===== src/rtl/frc_pkg.sv =====
// shared types and constants of the fenwick range counter
`default_nettype none

package frc_pkg;

   // tree geometry
   localparam int TREE_SIZE = 4096;
   localparam int SLOT_W    = $clog2(TREE_SIZE);
   localparam int WALK_W    = SLOT_W + 1;
   localparam int POS_W     = 12;
   localparam int COUNT_W   = 32;

   localparam logic [31:0] MAX_POS = 32'(TREE_SIZE - 3);
   localparam logic [SLOT_W-1:0] LAST_SLOT = SLOT_W'(TREE_SIZE - 1);

   typedef enum logic [2:0] {
      ST_CLEAR,
      ST_IDLE,
      ST_UP,
      ST_DOWN_HI,
      ST_DOWN_LO,
      ST_FINISH
   } state_type;

   typedef enum logic [1:0] {
      OP_BUMP,
      OP_ADD,
      OP_SUB
   } op_type;

   typedef struct packed {
      logic   clear;
      logic   load;
      logic   issue;
      op_type op;
      logic   start_lo;
      logic   publish;
   } cmd_type;

   typedef struct packed {
      logic clear_last;
      logic is_query;
      logic inc_in_range;
      logic range_empty;
      logic up_live;
      logic dn_live;
      logic lo_needed;
      logic pend;
      logic rsp_free;
   } status_type;

endpackage

`default_nettype wire


===== src/rtl/frc_ctrl.sv =====
// controller state machine of the fenwick range counter
`default_nettype none

module frc_ctrl (
   input  wire logic               clock,
   input  wire logic               reset,
   input  wire logic               req_valid,
   output logic                    req_stall,
   input  wire frc_pkg::status_type status,
   output frc_pkg::cmd_type        cmd
);

   frc_pkg::state_type state_ff;
   frc_pkg::state_type state_in;

   always_ff @(posedge clock) begin
      if (reset) begin
         state_ff <= frc_pkg::ST_CLEAR;
      end else begin
         state_ff <= state_in;
      end
   end

   always_comb begin
      state_in     = state_ff;
      cmd          = '0;
      cmd.op       = frc_pkg::OP_BUMP;
      req_stall    = 1'b1;
      unique case (state_ff)
         frc_pkg::ST_CLEAR: begin
            cmd.clear = 1'b1;
            if (status.clear_last) begin
               state_in = frc_pkg::ST_IDLE;
            end
         end
         frc_pkg::ST_IDLE: begin
            req_stall = 1'b0;
            if (req_valid) begin
               cmd.load = 1'b1;
               if (status.is_query) begin
                  state_in = status.range_empty ? frc_pkg::ST_FINISH : frc_pkg::ST_DOWN_HI;
               end else if (status.inc_in_range) begin
                  state_in = frc_pkg::ST_UP;
               end
            end
         end
         frc_pkg::ST_UP: begin
            if (status.up_live) begin
               cmd.issue = 1'b1;
            end else begin
               state_in = frc_pkg::ST_IDLE;
            end
         end
         frc_pkg::ST_DOWN_HI: begin
            cmd.op = frc_pkg::OP_ADD;
            if (status.dn_live) begin
               cmd.issue = 1'b1;
            end else if (status.lo_needed) begin
               cmd.start_lo = 1'b1;
               state_in     = frc_pkg::ST_DOWN_LO;
            end else begin
               state_in = frc_pkg::ST_FINISH;
            end
         end
         frc_pkg::ST_DOWN_LO: begin
            cmd.op = frc_pkg::OP_SUB;
            if (status.dn_live) begin
               cmd.issue = 1'b1;
            end else begin
               state_in = frc_pkg::ST_FINISH;
            end
         end
         frc_pkg::ST_FINISH: begin
            if (!status.pend && status.rsp_free) begin
               cmd.publish = 1'b1;
               state_in    = frc_pkg::ST_IDLE;
            end
         end
         default: begin
            state_in = frc_pkg::ST_IDLE;
         end
      endcase
   end

endmodule

`default_nettype wire


===== config.mk =====
export PLATFORM = sky130hd
export DESIGN_NAME = frc_ctrl
export DESIGN_NICKNAME = d
export VERILOG_FILES = /design/src/rtl/frc_pkg.sv /design/src/rtl/frc_ctrl.sv
export SDC_FILE = /design/constraint.sdc
export NUM_CORES = 1
export LEC_CHECK = 0
export BUFFER_PORTS_ARGS = -buffer_cell sky130_fd_sc_hd__clkbuf_2
export CAP_MARGIN = 20
export CORE_AREA = 4 4 41 43
export DETAILED_ROUTE_END_ITERATION = 8
export DIE_AREA = 0 0 45 47
export PLACE_DENSITY = 0.5
export SYNTH_ARGS = -nofsm -noshare
export SYNTH_HDL_FRONTEND = slang
export SYNTH_SLANG_ARGS = --single-unit

===== constraint.sdc =====
create_clock -name clock -period 1.79 [get_ports clock]
set_input_delay 0.358 -clock clock [delete_from_list [all_inputs] [get_ports clock]]
set_output_delay 0.358 -clock clock [all_outputs]
set_load 0.05 [all_outputs]

==> results of run 1 <==
==> final cells by class <==
type	count	area, um2	share of cell area (%)
Multi-Input combinational cell	31	239	47.4
Timing Repair Buffer	24	143	28.3
Sequential cell	3	62.6	12.4
Clock buffer	4	26.3	5.21
Tap cell	15	18.8	3.72
Inverter	4	15.0	2.98
==> report_power, final <==
group          internal (mW)  switching [mW]  total, mW
Clock                 0.0836          0.0360      0.120
Combinational          0.235           0.394      0.629
Sequential            0.0961          0.0384      0.135
Total                  0.415           0.468      0.883
==> logic make-up after synthesis <==
group | count (synthesis)
buffers and inverters | 6
multiplexers | 1
AO/OA/AOI/OAI | 12
AND/OR/NAND/NOR | 18
flip-flops | 3
==> worst register-to-register path, stage by stage (launching register included) <==
cell	delay, ns
dfxtp_1	0.33
buf_4	0.17
nor3b_4	0.24
buf_4	0.15
buf_4	0.09
nand2_1	0.04
o21ai_1	0.16
nor2_2	0.09
o221a_1	0.25
==> per-stage QoR <==
stage	hold slack (ns)	TNS, ns	power [mW]	cells	area (um2)
finish	0.311	0	0.883	81	504
global route	0.319	0	0.946	81	504
CTS	0.308	0	0.844	79	480
detailed placement	0.563	0	0.701	75	442
global placement	0.562	0	0.704	75	442
floorplan	0.423	-0.255	0.582	40	322
==> what timing repair did <==
action / in CTS / in global routing
endpoints found under the setup margin: 4 / 3
resized for setup: 6 / 5
setup buffers: 0 / 2
==> cells in the mapped netlist, types with 2 or more instances <==
cell type / n / area share, %
o21ai_0: 2 / 3.3
nor3_1: 3 / 4.9
a21oi_1: 2 / 3.3
nand2_1: 5 / 6.2
inv_1: 4 / 4.9
dfxtp_1: 3 / 20
==> routing by layer <==
metal / GRT usage [%] / vias up / part of all wire [%]
met5: 0 / - / 0
met4: 1.75 / 0 / 0
met3: 4.98 / 0 / 7.1
met2: 14.4 / 13 / 46
met1: 12.7 / 170 / 46
li1: - / 196 / -
==> final timing paths <==
check / from / end / slack, ns / cells past startpoint
hold reg to reg: state_ff[1]$_SDFFE_PP0P_ / state_ff[1]$_SDFFE_PP0P_ / 0.66 / 3
setup / recovery: state_ff[1]$_SDFFE_PP0P_ / cmd[4] / 0.06 / 4
hold / removal: reset / state_ff[2]$_SDFFE_PP0P_ / 0.31 / 2
setup reg to reg: state_ff[0]$_SDFFE_PP0P_ / state_ff[0]$_SDFFE_PP0P_ / 0.17 / 8
==> run metrics, run 1 <==
Die Span Y=47 um; Starting Density=23.4%; Synth Area in Simple Gates=37.0%; Synthesis Warnings=0; post-synth cell types=27; gr usage total=9.71%; min-delay worst type=in2reg; pre-CTS WS=0.143 ns; Final Hold Vio Count=0; # H-tree levels=1; row cnt=13; largest net degree at the start of global routing=10; Final min period=1.73 ns; mux cell area share after synthesis=3.29%; maximum fanout along the worst path=7; commonest non-fill, non-tap cell in the layout=clkbuf_2; Max clock buf depth=2; die width=45 um; die area=0.00212 mm2; Power Dens Cells=1750 mW/mm2; hold buffer count at cts=0; total number of vias=379; Leakage=0.242 nW; Worst-Margin Slew=0.319 ns; Worst setup EP type=output port; CP max stage delay=0.38 ns; Worst path top cell family by delay=flip-flops; sequential area share after synthesis=19.8%; synth-to-layout area growth=65.8%; layout cells sized above 1=59.1%; largest family of logic cells by synthesized area=simple AND/OR/NAND/NOR gates; first-pass GRT wire length=1490 um; crit path cell chain=and4bb_1, a31oi_2, o31ai_2, buf_4; Post-synth ARST share=0%; 1st-pass router iterations=4; top_reg_cell synth=dfxtp_1; outcome=finished clean; detailed-route DRC error count=0; crit share post-route=96.6%; Compound-Gate Fraction of Synth Area=29.6%; Synth Net Count=52; Vias per Instance=4.68; Max VDD drop=0.000653 V; Reg clk slew, reported paths=0.04 ns; crit path max-delay cell type=dfxtp_2; EDFF count, synth=0; syn_area_per_cell=7.60 um2; Req. time, crit path=1.43 ns; final wirelength=902 um; CTS tree=built; Reg with most FFs=state_ff; grt ovf=0; synthesized cell area=304 um2; final core utilization=38.8%; Ports=20; root buffer cell=clkbuf_4; ANT cells=0; flops & latches, synth=3; Largest register FFs=3; vias in the first global route=371; fin worst setup slack=0.0616 ns; Synth Instances=40; Initial DRC Count=17; xor and xnor area share after synthesis=0%; max-slew violations=0; Filler cells=152; Port Buffers=19; Synth Area in Adders=0%; post-detail-place hpwl=721 um; CP bufs+invs=1; antenna violations before repair=0; RSZ-0062 raised after global routing=no; Finish-stage setup viols=0; gp weighted congestion=0.731; Max Fclk=579 MHz; Max-slew headroom=78.6%; Critical Path Start Type=flip-flop; most frequent cells in the layout=clkbuf_2, buf_4, nand2_1, clkbuf_4, inv_1; post-route ant nets=0; Final nets=79; Sink Count=3; core region area=0.00130 mm2; max-cap violations=0; drt wl/cell=11.1 um; Worst Skew=0.0000567 ns; largest registers=state_ff: 3 flops; worst-skew pair later-pin latency=0.23 ns; critical path type=reg2out; crit path DAT=1.37 ns; cts bufs inserted=3
Power figures use the tool's default switching activity.
==> run 2: changes to the inputs <==
- BUFFER_PORTS_ARGS: -buffer_cell sky130_fd_sc_hd__clkbuf_2 -> not set
- DONT_BUFFER_PORTS: not set -> 1
- PLACE_DENSITY: 0.5 -> 0.37
==> run 2 against run 1 <==
Against the previous run: non-clock buffer count shrank 16; wire length shrank 4.0%; hold slack lost 0.13 ns; sequential power is essentially flat; core utilization shrank 5.8 points; clock power is essentially flat; clock-buffer cell count is the same; maximum frequency is essentially flat; critical endpoint is now cmd[1].
==> run metrics, run 2 (synthesis gave the netlist of run 1 again) <==
outcome=finished clean; Finish-stage setup viols=0; total number of vias=324; Largest register FFs=3; layout cells sized above 1=46.0%; Sink Count=3; hold buffer count at cts=0; Setup TNS=0 ns; # H-tree levels=1; Final Hold Vio Count=0; antenna violations before repair=0; Final nets=63; post-route ant nets=0; post-detail-place hpwl=730 um; worst-skew pair later-pin latency=0.23 ns; Vias per Instance=4.98; min-delay worst type=in2reg; DR WL met3=60 um; DR top layer=met3; largest net degree at the start of global routing=9; M1 WL=355 um; core region area=0.00130 mm2; Max-slew headroom=72.2%; area of the multi-input gates=239 um2; hold_sp=reset; Reg clk slew, reported paths=0.04 ns; maximum fanout along the worst path=4; commonest non-fill, non-tap cell in the layout=buf_4; drt wl/cell=13.3 um; worst r2r src=state_ff[0]$_SDFFE_PP0P_; root buffer cell=clkbuf_4; Worst-Margin Slew=0.417 ns; die width=45 um; synth-to-layout area growth=41.2%; Final min period=1.73 ns; Leakage=0.177 nW; row cnt=13; critical path type=reg2out; Worst Skew=0.00321 ns; Critical Path Start Type=flip-flop; largest registers=state_ff: 3 flops; detailed-route DRC error count=0; Die Span Y=47 um; crit path DAT=1.37 ns; crit path max-delay cell type=dfxtp_1; pre-CTS WS=0.228 ns; Starting Density=23.4%; register area=62.6 um2; 1st-pass router iterations=4; final wirelength=866 um; max-cap violations=0; CP max stage delay=0.38 ns; Max VDD drop=0.000594 V; cts bufs inserted=3; fin worst setup slack=0.0625 ns; crit share post-route=96.5%; RSZ-0062 raised after global routing=yes; first-pass GRT wire length=1440 um; ANT cells=0; Ports=20; Req. time, crit path=1.43 ns; Worst setup EP type=output port; Filler cells=145; Worst path top cell family by delay=simple AND/OR/NAND/NOR gates; Initial DRC Count=6; most frequent cells in the layout=buf_4, nand2_1, inv_1; Hold WS=0.184 ns; Power Dens Cells=1960 mW/mm2; CTS tree=built; crit path cell chain=nor2b_2, and2_2, and3b_2; Setup crit start=state_ff[0]$_SDFFE_PP0P_; vias in the first global route=352; Max Fclk=579 MHz; grt ovf=0; gr usage total=9.16%; CP bufs+invs=0; max-slew violations=0; Max clock buf depth=2; wire length on met2=450 um; Reg with most FFs=state_ff; die area=0.00212 mm2; gp weighted congestion=0.768; Port Buffers=0
-- run 2: cell types whose count changed in the layout (fill, tap and decap cells not counted), sizes merged --
cell    delta
clkbuf    -17
buf        +1
-- run 2: worst register-to-register path, cell delays in order (launching register included) --
cell and delay, ns:
dfxtp_1 0.38, buf_6 0.15, nor3b_4 0.23, nand2_1 0.07, o21ai_1 0.16, nor2_2 0.09
o221a_1 0.25
-- run 2: cell type report --
class	instances	area share, %
Clock buffer	4	6.12
Inverter	4	3.50
Multi-Input combinational cell	31	55.7
Sequential cell	3	14.6
Tap cell	15	4.37
Timing Repair Buffer	8	15.7
-- run 2: worst paths after layout --
kind                                                  to  slack (ns)  cells past startpoint
worst max register to register  state_ff[0]$_SDFFE_PP0P_        0.35                      6
worst max-delay path                              cmd[1]        0.06                      3
worst min-delay path            state_ff[2]$_SDFFE_PP0P_        0.18                      1
worst min register to register  state_ff[1]$_SDFFE_PP0P_        0.67                      3
-- run 2: routing by layer --
| metal | GRT usage (%) | vias to the layer above |
|---|---|---|
| met2 | 16.4 | 10 |
| li1 | - | 165 |
| met5 | 0 | - |
| met1 | 9.98 | 149 |
| met4 | 3.51 | 0 |
| met3 | 3.07 | 0 |
-- run 2: where the power goes --
group	leakage (nW)	switching [mW]	total [mW]	internal (mW)
Combinational	0.136	0.376	0.585	0.209
Sequential	0.0256	0.0413	0.137	0.0962
Clock	0.0150	0.0339	0.117	0.0835
Total	0.177	0.451	0.840	0.389
-- run 2: timing repair --
item | CTS | global route
cloned | 0 | 0
endpoints found under the hold margin | 0 | 0
setup buffers | 0 | 0
endpoints found under the setup margin | 2 | 4
gates resized for setup | 1 | 5
-- run 2: metrics by stage --
| step | power [mW] | cells | area (um2) | util (%) |
|---|---|---|---|---|
| after floorplan | 0.582 | 40 | 322 | - |
| after global placement | 0.687 | 61 | 384 | 29.5 |
| after detailed placement | 0.693 | 61 | 384 | 29.5 |
| after CTS | 0.820 | 65 | 413 | 31.7 |
| after global routing | 0.900 | 65 | 429 | 33.0 |
| final | 0.840 | 65 | 429 | 33.0 |
